### src/design/tpfm_pkg.sv
// ----------------------------------------------------------------------------
// tpfm_pkg
// shared types and constants of the three-phase frequency meter
// ----------------------------------------------------------------------------
`default_nettype none

package tpfm_pkg;

  localparam int NUM_PHASES   = 3;
  localparam int COUNTER_BITS = 16;
  localparam int PHASE_W      = 2;
  localparam int FREQ_W       = 16;
  localparam int NUM_W        = 32;
  localparam int CFG_IDX_W    = 2;
  localparam int CFG_DATA_W   = 32;
  localparam int DIV_STEPS    = NUM_W;
  localparam int DIV_CNT_W    = $clog2(DIV_STEPS);

  localparam logic [NUM_W-1:0]  NUMERATOR_RESET  = NUM_W'(50000000);
  localparam logic [FREQ_W-1:0] LOW_LIMIT_RESET  = FREQ_W'(4500);
  localparam logic [FREQ_W-1:0] HIGH_LIMIT_RESET = FREQ_W'(5500);

  // configuration register indexes
  localparam logic [CFG_IDX_W-1:0] REG_NUMERATOR  = CFG_IDX_W'(0);
  localparam logic [CFG_IDX_W-1:0] REG_LOW_LIMIT  = CFG_IDX_W'(1);
  localparam logic [CFG_IDX_W-1:0] REG_HIGH_LIMIT = CFG_IDX_W'(2);

  // item function codes
  localparam logic FUNC_EDGE = 1'b0;
  localparam logic FUNC_CALC = 1'b1;

  typedef struct packed {
    logic                    func;
    logic [PHASE_W-1:0]      phase;
    logic [COUNTER_BITS-1:0] timestamp;
  } item_t;

  typedef struct packed {
    logic [PHASE_W-1:0] phase_index;
    logic [FREQ_W-1:0]  frequency;
    logic               last;
  } result_t;

  typedef enum logic [1:0] {
    ST_IDLE,
    ST_LAUNCH,
    ST_WAIT
  } state_t;

endpackage

`default_nettype wire

### src/design/tpfm_divider.sv
// ----------------------------------------------------------------------------
// tpfm_divider
// restoring divider, one quotient bit per cycle, numerator over period
// ----------------------------------------------------------------------------
`default_nettype none

module tpfm_divider (
  input  wire logic                             clk,
  input  wire logic                             rst,
  input  wire logic                             start,
  input  wire logic [tpfm_pkg::NUM_W-1:0]        dividend,
  input  wire logic [tpfm_pkg::COUNTER_BITS-1:0] divisor,
  output logic                                  busy,
  output logic [tpfm_pkg::NUM_W-1:0]             quotient
);
  import tpfm_pkg::*;

  logic [COUNTER_BITS-1:0] rem;
  logic [COUNTER_BITS-1:0] rem_next;
  logic [COUNTER_BITS-1:0] dvs;
  logic [DIV_CNT_W-1:0]    count;
  logic [COUNTER_BITS:0]   rem_shift;
  logic [COUNTER_BITS:0]   diff;
  logic                    fits;

  always_comb begin
    rem_shift = {rem, quotient[NUM_W-1]};
    diff      = rem_shift - {1'b0, dvs};
    fits      = rem_shift >= {1'b0, dvs};
    rem_next  = fits ? diff[COUNTER_BITS-1:0] : rem_shift[COUNTER_BITS-1:0];
  end

  always_ff @(posedge clk) begin
    if (rst) begin
      busy  <= 1'b0;
      count <= '0;
    end else if (start) begin
      busy  <= 1'b1;
      count <= '0;
    end else if (busy) begin
      count <= count + DIV_CNT_W'(1);
      if (count == DIV_CNT_W'(DIV_STEPS - 1)) begin
        busy <= 1'b0;
      end
    end
  end

  // datapath: dividend shifts out of the quotient register as bits come in
  always_ff @(posedge clk) begin
    if (start) begin
      quotient <= dividend;
      rem      <= '0;
      dvs      <= divisor;
    end else if (busy) begin
      quotient <= {quotient[NUM_W-2:0], fits};
      rem      <= rem_next;
    end
  end

  a_start_busy: assert property (@(posedge clk) disable iff (rst)
    start |=> busy)
    else $error("divider not busy after start");

endmodule

`default_nettype wire

### src/design/three_phase_frequency_meter.sv
// ----------------------------------------------------------------------------
// three_phase_frequency_meter
// reciprocal frequency meter for three phases with a reporting window
// ----------------------------------------------------------------------------
// edge request: taken only while idle, no result
// calculate request: three results, one per phase (launch the divider,
//   run its 32 steps, register the result once the output is free)
// throughput set by the shared one-bit-per-cycle divider, used per phase
// synchronous active-high reset: captures zero, config registers to defaults
`default_nettype none

module three_phase_frequency_meter (
  input  wire logic                            clk,
  input  wire logic                            rst,
  input  wire logic                            item_valid,
  output logic                                 item_ready,
  input  wire tpfm_pkg::item_t                 item,
  output logic                                 result_valid,
  input  wire logic                            result_ready,
  output tpfm_pkg::result_t                    result,
  input  wire logic                            cfg_valid,
  output logic                                 cfg_ready,
  input  wire logic [tpfm_pkg::CFG_IDX_W-1:0]  cfg_index,
  input  wire logic [tpfm_pkg::CFG_DATA_W-1:0] cfg_data
);
  import tpfm_pkg::*;

  // configuration registers
  logic [NUM_W-1:0]  numerator;
  logic [FREQ_W-1:0] low_limit;
  logic [FREQ_W-1:0] high_limit;

  // per-phase capture registers
  logic [COUNTER_BITS-1:0] previous_capture [NUM_PHASES];
  logic [COUNTER_BITS-1:0] latest_capture   [NUM_PHASES];

  // sequencer
  state_t             state;
  state_t             state_next;
  logic [PHASE_W-1:0] phase_cnt;
  logic [PHASE_W-1:0] phase_cnt_next;
  logic               zero_period;

  // divider hookup
  logic                    div_start;
  logic                    div_busy;
  logic [NUM_W-1:0]        div_quotient;
  logic [COUNTER_BITS-1:0] period;

  // result formation
  logic              item_take;
  logic              out_free;
  logic              load_result;
  logic              in_window;
  logic [FREQ_W-1:0] freq_value;

  assign cfg_ready  = 1'b1;
  assign item_ready = (state == ST_IDLE);
  assign item_take  = item_valid && item_ready;
  assign out_free   = !result_valid || result_ready;

  // wrapping period of the phase being worked on
  assign period = latest_capture[phase_cnt] - previous_capture[phase_cnt];

  // saturated quotient, zero period or out of window all report 0
  always_comb begin
    freq_value = div_quotient[FREQ_W-1:0];
    in_window  = !zero_period && (div_quotient[NUM_W-1:FREQ_W] == '0) &&
                 (freq_value >= low_limit) && (freq_value <= high_limit);
  end

  // config writes
  always_ff @(posedge clk) begin
    if (rst) begin
      numerator  <= NUMERATOR_RESET;
      low_limit  <= LOW_LIMIT_RESET;
      high_limit <= HIGH_LIMIT_RESET;
    end else if (cfg_valid && cfg_ready) begin
      unique case (cfg_index)
        REG_NUMERATOR:  numerator  <= cfg_data[NUM_W-1:0];
        REG_LOW_LIMIT:  low_limit  <= cfg_data[FREQ_W-1:0];
        REG_HIGH_LIMIT: high_limit <= cfg_data[FREQ_W-1:0];
        default: ;  // index beyond the register list is dropped
      endcase
    end
  end

  // edge capture, unknown phases are ignored
  always_ff @(posedge clk) begin
    if (rst) begin
      for (int i = 0; i < NUM_PHASES; i++) begin
        previous_capture[i] <= '0;
        latest_capture[i]   <= '0;
      end
    end else if (item_take && item.func == FUNC_EDGE &&
                 item.phase < PHASE_W'(NUM_PHASES)) begin
      previous_capture[item.phase] <= latest_capture[item.phase];
      latest_capture[item.phase]   <= item.timestamp;
    end
  end

  // sequencer next state
  always_comb begin
    state_next     = state;
    phase_cnt_next = phase_cnt;
    div_start      = 1'b0;
    load_result    = 1'b0;
    unique case (state)
      ST_IDLE: begin
        if (item_take && item.func == FUNC_CALC) begin
          state_next     = ST_LAUNCH;
          phase_cnt_next = '0;
        end
      end
      ST_LAUNCH: begin
        div_start  = 1'b1;
        state_next = ST_WAIT;
      end
      ST_WAIT: begin
        // hold the quotient until the output register can take it
        if (!div_busy && out_free) begin
          load_result = 1'b1;
          if (phase_cnt == PHASE_W'(NUM_PHASES - 1)) begin
            state_next = ST_IDLE;
          end else begin
            phase_cnt_next = phase_cnt + PHASE_W'(1);
            state_next     = ST_LAUNCH;
          end
        end
      end
      default: state_next = ST_IDLE;
    endcase
  end

  always_ff @(posedge clk) begin
    if (rst) begin
      state     <= ST_IDLE;
      phase_cnt <= '0;
    end else begin
      state     <= state_next;
      phase_cnt <= phase_cnt_next;
    end
  end

  always_ff @(posedge clk) begin
    if (div_start) begin
      zero_period <= (period == '0);
    end
  end

  // output register, parts the divider from the downstream side
  always_ff @(posedge clk) begin
    if (rst) begin
      result_valid <= 1'b0;
    end else if (load_result) begin
      result_valid <= 1'b1;
    end else if (result_ready) begin
      result_valid <= 1'b0;
    end
  end

  always_ff @(posedge clk) begin
    if (load_result) begin
      result.phase_index <= phase_cnt;
      result.frequency   <= in_window ? freq_value : '0;
      result.last        <= (phase_cnt == PHASE_W'(NUM_PHASES - 1));
    end
  end

  tpfm_divider u_divider (
    .clk      (clk),
    .rst      (rst),
    .start    (div_start),
    .dividend (numerator),
    .divisor  (period),
    .busy     (div_busy),
    .quotient (div_quotient)
  );

  a_ready_idle: assert property (@(posedge clk) disable iff (rst)
    item_ready |-> state == ST_IDLE)
    else $error("request taken outside idle");

  a_calc_launch: assert property (@(posedge clk) disable iff (rst)
    (item_take && item.func == FUNC_CALC) |=> (state == ST_LAUNCH && phase_cnt == '0))
    else $error("calculate did not start at the first phase");

  a_phase_range: assert property (@(posedge clk) disable iff (rst)
    result_valid |-> result.phase_index < PHASE_W'(NUM_PHASES))
    else $error("result phase out of range");

  a_last_phase: assert property (@(posedge clk) disable iff (rst)
    (result_valid && result.last) |-> result.phase_index == PHASE_W'(NUM_PHASES - 1))
    else $error("last flag on wrong phase");

endmodule

`default_nettype wire
### config.mk
export PLATFORM = sky130hd
export DESIGN_NAME = three_phase_frequency_meter
export DESIGN_NICKNAME = d
export VERILOG_FILES = /design/src/design/tpfm_pkg.sv /design/src/design/tpfm_divider.sv /design/src/design/three_phase_frequency_meter.sv
export SDC_FILE = /design/constraint.sdc
export NUM_CORES = 1
export LEC_CHECK = 0
export BUFFER_PORTS_ARGS = -buffer_cell sky130_fd_sc_hd__buf_4
export CAP_MARGIN = 20
export CORE_ASPECT_RATIO = 1.4
export CORE_MARGIN = 3
export CORE_UTILIZATION = 45
export CTS_CLUSTER_DIAMETER = 50
export DETAILED_ROUTE_END_ITERATION = 8
export PLACE_DENSITY_LB_ADDON = 0.25
export SYNTH_ARGS = -nofsm -noshare
export SYNTH_HDL_FRONTEND = slang
export SYNTH_SLANG_ARGS = --single-unit
### constraint.sdc
create_clock -name clk -period 6.3 [get_ports clk]
set_clock_uncertainty 0.2 [all_clocks]
set_input_delay 0.315 -clock clk [delete_from_list [all_inputs] [get_ports clk]]
set_output_delay 0.315 -clock clk [all_outputs]
set_load 0.01 [all_outputs]
# Yosys cells after proc, flatten, opt, wreduce, memory -nomap -nowiden
# Memories as Yosys holds them, arrays and structs flattened. A register that Yosys moved wholly into a read port is not among the register bits.
# Cells that the tools add are included.
[totals] reg_bits=159 mem_count=2 wordCells=96 ramBits=96 out_inout_bits=22 in_bits=58
[memory_table] memory="latest_capture" words=3 width=16 read_ports=2 rd_ports_with_merged_regs=1 write_ports=3 line="three_phase_frequency_meter.sv:35" text="logic [COUNTER_BITS-1:0] latest_capture [NUM_PHASES];"
[memory_table] memory="previous_capture" words=3 width=16 read_ports=1 rd_ports_with_merged_regs=1 write_ports=3 line="three_phase_frequency_meter.sv:34" text="logic [COUNTER_BITS-1:0] previous_capture [NUM_PHASES];"
[classes] reduce_logical=27 n_addsub=4 bitwise=1 n_lt_le_gt_ge=4 mux=34 eq_ne=9
[op_table] cell="$mux W32" count=2
[op_table] cell="$mux W16" count=3
[op_table] cell="$logic_not A16 Y1" count=2
[op_table] cell="$reduce_or A16 Y1" count=2
[op_table] cell="$sub A16 B16 Y16" count=2
[op_table] cell="$mux W2" count=11
[op_table] cell="$ge A17 B16 Y1" count=1
[op_table] cell="$ge A16 B16 Y1" count=1
[op_table] cell="$le A16 B16 Y1" count=1
[op_table] cell="$mux W1" count=16
[op_table] cell="$logic_and A1 B1 Y1" count=8
[op_table] cell="$reduce_and A2 Y1" count=4
[op_table] cell="$eq A2 B2 Y1 const B" count=3
[op_table] cell="$pmux W2 S3" count=1
[op_table] cell="$reduce_bool A2 Y1" count=3
[op_table] cell="$add A5 B1 Y5 const B" count=1
[op_table] cell="$eq A5 B5 Y1 const B" count=1
[op_table] cell="$eq A2 B1 Y1 const B" count=2
[op_table] cell="$logic_not A2 Y1" count=2
[op_table] cell="$ne A2 B2 Y1 const B" count=2
[op_table] cell="$pmux W2 S2" count=1
[op_table] cell="$reduce_and A4 Y1" count=1
[op_table] cell="$logic_not A1 Y1" count=3
[op_table] cell="$add A2 B1 Y2 const B" count=1
[op_table] cell="other kinds (5)" count=5

# Longest topological paths before layout
[logic_depth] depth_word=9 ltp_mapped=13 depth_no_buf=12

# Modules after synthesis
# A second synthesis with hierarchy kept.
[unflattened] cells_unflattened=1256 area_unflattened_um2=14707.9
[by_module_without_submodules] module="three_phase_frequency_meter" area_each_um2=10744.1 seq_area_each_um2=5865.6 n_inst=1 cells_each=911
[by_module_without_submodules] module="tpfm_divider" area_each_um2=3963.8 seq_area_each_um2=1881.8 n_inst=1 cells_each=345

# Worst setup path after synthesis
# No wires, ideal clock.
[synth_path] path_type="register to register" startpoint="register with a tool-made name" endpoint="register zero_period (data pin)" arrival_ns=3.922 stages_incl_launch_ff=14 setup_ns=0.170 setup_slack_ns=2.008 required_time_ns=5.930 n_path_buf=1 cell_sequence="dfxtp_1 -> buf_1 -> mux4_2 -> inv_1 -> ha_1 -> inv_1 -> fa_1 -> a211oi_4 -> o21ai_1 -> and3_1 -> or4_1 -> a21oi_1 -> or4b_1 -> nor4_2"
[synth_lines] item="end signal, assigned" line="three_phase_frequency_meter.sv:147" text="zero_period <= (period == '0);"
[synth_lines] item="end, declared" line="three_phase_frequency_meter.sv:42" text="logic zero_period;"

==> impl_metrics.py <==
metrics = {
    "grt": {
        "grt_pass1_vias": 10117,
        "gr-total-overflow": 0,
        "grt_pass1_wl_mm": 51.1,
        "grt_usage_pct": 18.4,
        "grt_max_degree": 80,
        "antenna_found_initial": 0,
    },
    "die": {
        "start_util_pct": 46.1,
        "die_y_um": 218,
        "core_area_um2": 31200,
        "die_area_um2": 34200,
        "die_w_um": 157,
        "rows": 76,
        "pin_count": 80,
    },
    "cells_and_area": {
        "final_cells": 1857,
        "drive_above_1_share_pct": 13.8,
        "nFillCells": 2729,
        "final_area_um2": 16900,
        "multi_input_area_um2": 6230,
        "post-route-util_pct": 54.2,
        "final_nets": 1570,
        "areaGrowthSynthToFinish_pct": 17.6,
        "diodes": 0,
        "seqCellArea_um2": 7750,
    },
    "routing": {
        "firstDrtPassIters": 5,
        "wirelength_mm": 31.3,
        "vias_per_cell": 5.37,
        "dr_total_vias": 9970,
        "drt_iter0_markers": 480,
        "routedWlPerCell_um": 16.9,
        "drtAntennaViolNets": 0,
        "drc_errors": 0,
    },
    "logic_synthesis": {
        "ys_types": 63,
        "synth_seq_cells": 289,
        "syn_area_um2": 14400,
        "syn_inst": 1305,
        "synth_top_cell_by_area": "edfxtp_1",
        "yosys-top-cells-count": "nand2_1 (238), edfxtp_1 (196), and2_1 (98), dfxtp_1 (93), inv_1 (77)",
        "yosysTopAreaCellShare_pct": 40.9,
        "synth-edff-count": 196,
        "yosysMostFrequentCell": "nand2_1",
        "synth_warnings": 0,
        "ys_async_sr_fraction_pct": 0,
        "synth_area_leaders": "edfxtp_1 (41%), dfxtp_1 (13%), mux4_2 (7.4%)",
        "yosysSeqAreaShare_pct": 53.9,
        "syn-mean-instance-area_um2": 11.0,
        "synth-main-ff-cell": "edfxtp_1",
    },
    "cts": {
        "cts-root-buf": "clkbuf_16",
        "htreeDepth": 1,
        "cts_tree": "built",
        "path_clk_slew_ns": 0.07,
        "clock_latency_ns": 0.56,
        "cts_resized": 0,
        "cts_setup_buffers": 0,
        "cts_made_buffers": 31,
        "clock_sinks": 289,
        "clk_path_buf_depth": 3,
    },
    "setup_path": {
        "crit_required_ns": 6.48,
        "slowest_delay_ns": 0.57,
        "crit_path_start_kind": "register",
        "crit_fanout": 25,
        "cp_cell_sequence": "buf_4 > mux4_2 > inv_1 > ha_1 > a211oi_4 > nor2_2 > xor2_1 > nor4_1 > or4b_1 > or4b_1 > nor4_2",
        "path_class": "reg2reg",
        "arrival_ns": 4.39,
        "cp_num_buf_inv": 2,
        "path_common_cell": "or4b_1",
        "slowest_stage": "mux4_2",
        "cp-end-kind": "register",
        "rrSetupSlack_ns": 2.10,
        "cp_top_family": "simple AND/OR/NAND/NOR gates",
    },
    "sta": {
        "setup_viol": 0,
        "slew_headroom_pct": 30.8,
        "fin_crit_ns": 4.20,
        "worst_slew_pin_slew_ns": 1.04,
        "post-route-period-util_pct": 66.7,
        "tns_ns": 0,
        "fin_ws_ns": 2.10,
        "grt_setup_unrepaired": "no",
        "fmax_ghz": 0.238,
        "finalMaxSlewViolations": 0,
        "hold_viol": 0,
    },
    "status": {
        "status": "finished, final reports clean",
    },
    "power_and_ir_drop": {
        "leakage_uw": 0.00670,
        "ir_drop_uv": 216,
        "power_density_nw_per_um2": 301,
    },
    "placed_design": {
        "gp_congestion": 0.871,
        "pre_cts_ws_ns": 2.00,
        "dpl_cell_area_um2": 15400,
        "dp_cells": 1752,
        "port_buffers": 78,
        "dp_hpwl_mm": 20.7,
    },
    "hold_path": {
        "hold_path.class": "in2reg",
    },
    "job": {
        "drv_cap": 0,
    },
}
-- per-stage QoR --
step / hold slack (ns) / power (µW)
global route: 0.107 / 5360
detailed placement: 0.247 / 3350
CTS: 0.0715 / 5150
floorplan: 0.214 / 3080
global placement: 0.242 / 3330
finish: 0.107 / 5100
-- cell usage in the layout, fill, tap and decap left out, types with 33 or more instances in the layout --
master / netlist / layout
nand2_1: 238 / 238
edfxtp_1: 196 / 196
and2_1: 98 / 98
dfxtp_1: 93 / 92
buf_4: 1 / 91
inv_1: 77 / 76
a21oi_1: 70 / 70
ha_1: 66 / 66
nor2_1: 59 / 59
dlygate4sd3_1: 0 / 49
mux4_2: 47 / 47
conb_1: 2 / 33
clkbuf_16: 0 / 33
-- worst register-to-register path: stages, from the launching register on --
cell and delay (ns):
dfxtp_2 0.46, buf_4 0.49, mux4_2 0.58, inv_1 0.08, ha_1 0.29, a211oi_4 0.30
nor2_2 0.07, xor2_1 0.15, nor4_1 0.31, or4b_1 0.47, or4b_1 0.51, nor4_2 0.14
-- power breakdown --
group | total (µW) | internal (µW) | switching, µW
registers | 2280 | 2190 | 88.9
logic | 1060 | 453 | 611
clock network | 1760 | 1020 | 738
-- per-layer routing --
metal | global-route usage (%) | wire (µm)
met5 | 0 | 0
met4 | 5.50 | 741
met3 | 2.12 | 1170
met2 | 35.1 | 16800
met1 | 21.4 | 12600
-- worst paths after layout --
check                             startpoint       endpoint  cells past startpoint
worst min register to register  numerator[2]   numerator[2]                      2
worst min-delay path            cfg_index[1]  low_limit[13]                      5
worst max register to register      register    zero_period                     11
worst max-delay path                register    zero_period                     11
-- registers in the layout (all words and copies together) (netlist names), named ones only --
name / cells
numerator: 32
phase_cnt: 2
high_limit: 16
u_divider.count: 5
result: 19
zero_period: 1
previous_capture: 64
u_divider.quotient: 32
u_divider.rem: 16
u_divider.dvs: 16
u_divider.busy: 1
latest_capture: 64
result_valid: 1
state: 2
low_limit: 16
-- cell type report --
type | count | share of cell area [%]
inverter | 77 | 1.71
clock buffer | 43 | 5.22
multi-input combinational | 905 | 36.8
sequential | 289 | 45.8
timing repair buffer | 140 | 6.94
clock inverter | 13 | 0.614
tap | 390 | 2.88
-- repair_timing --
action | in CTS | in global routing
endpoints found under the setup margin | 0 | 0
hold buffers | 49 | 0
hold endpoints to repair | 129 | 0
-- cell families after synthesis --
group                      count (synthesis)  share of synthesized area [%]
DFF                                      289                           53.9
xor gates and xnor gates                  23                           1.40
adders and majority gates                 68                           6.02
and+or+nand+nor                          548                           19.2
AOI/OAI and AO/OA                        181                           7.99
muxes                                     52                           7.71
other                                      2                         0.0522
buffers and inverters                    142                           3.76
No activity file was read; power rests on OpenSTA's default activity.
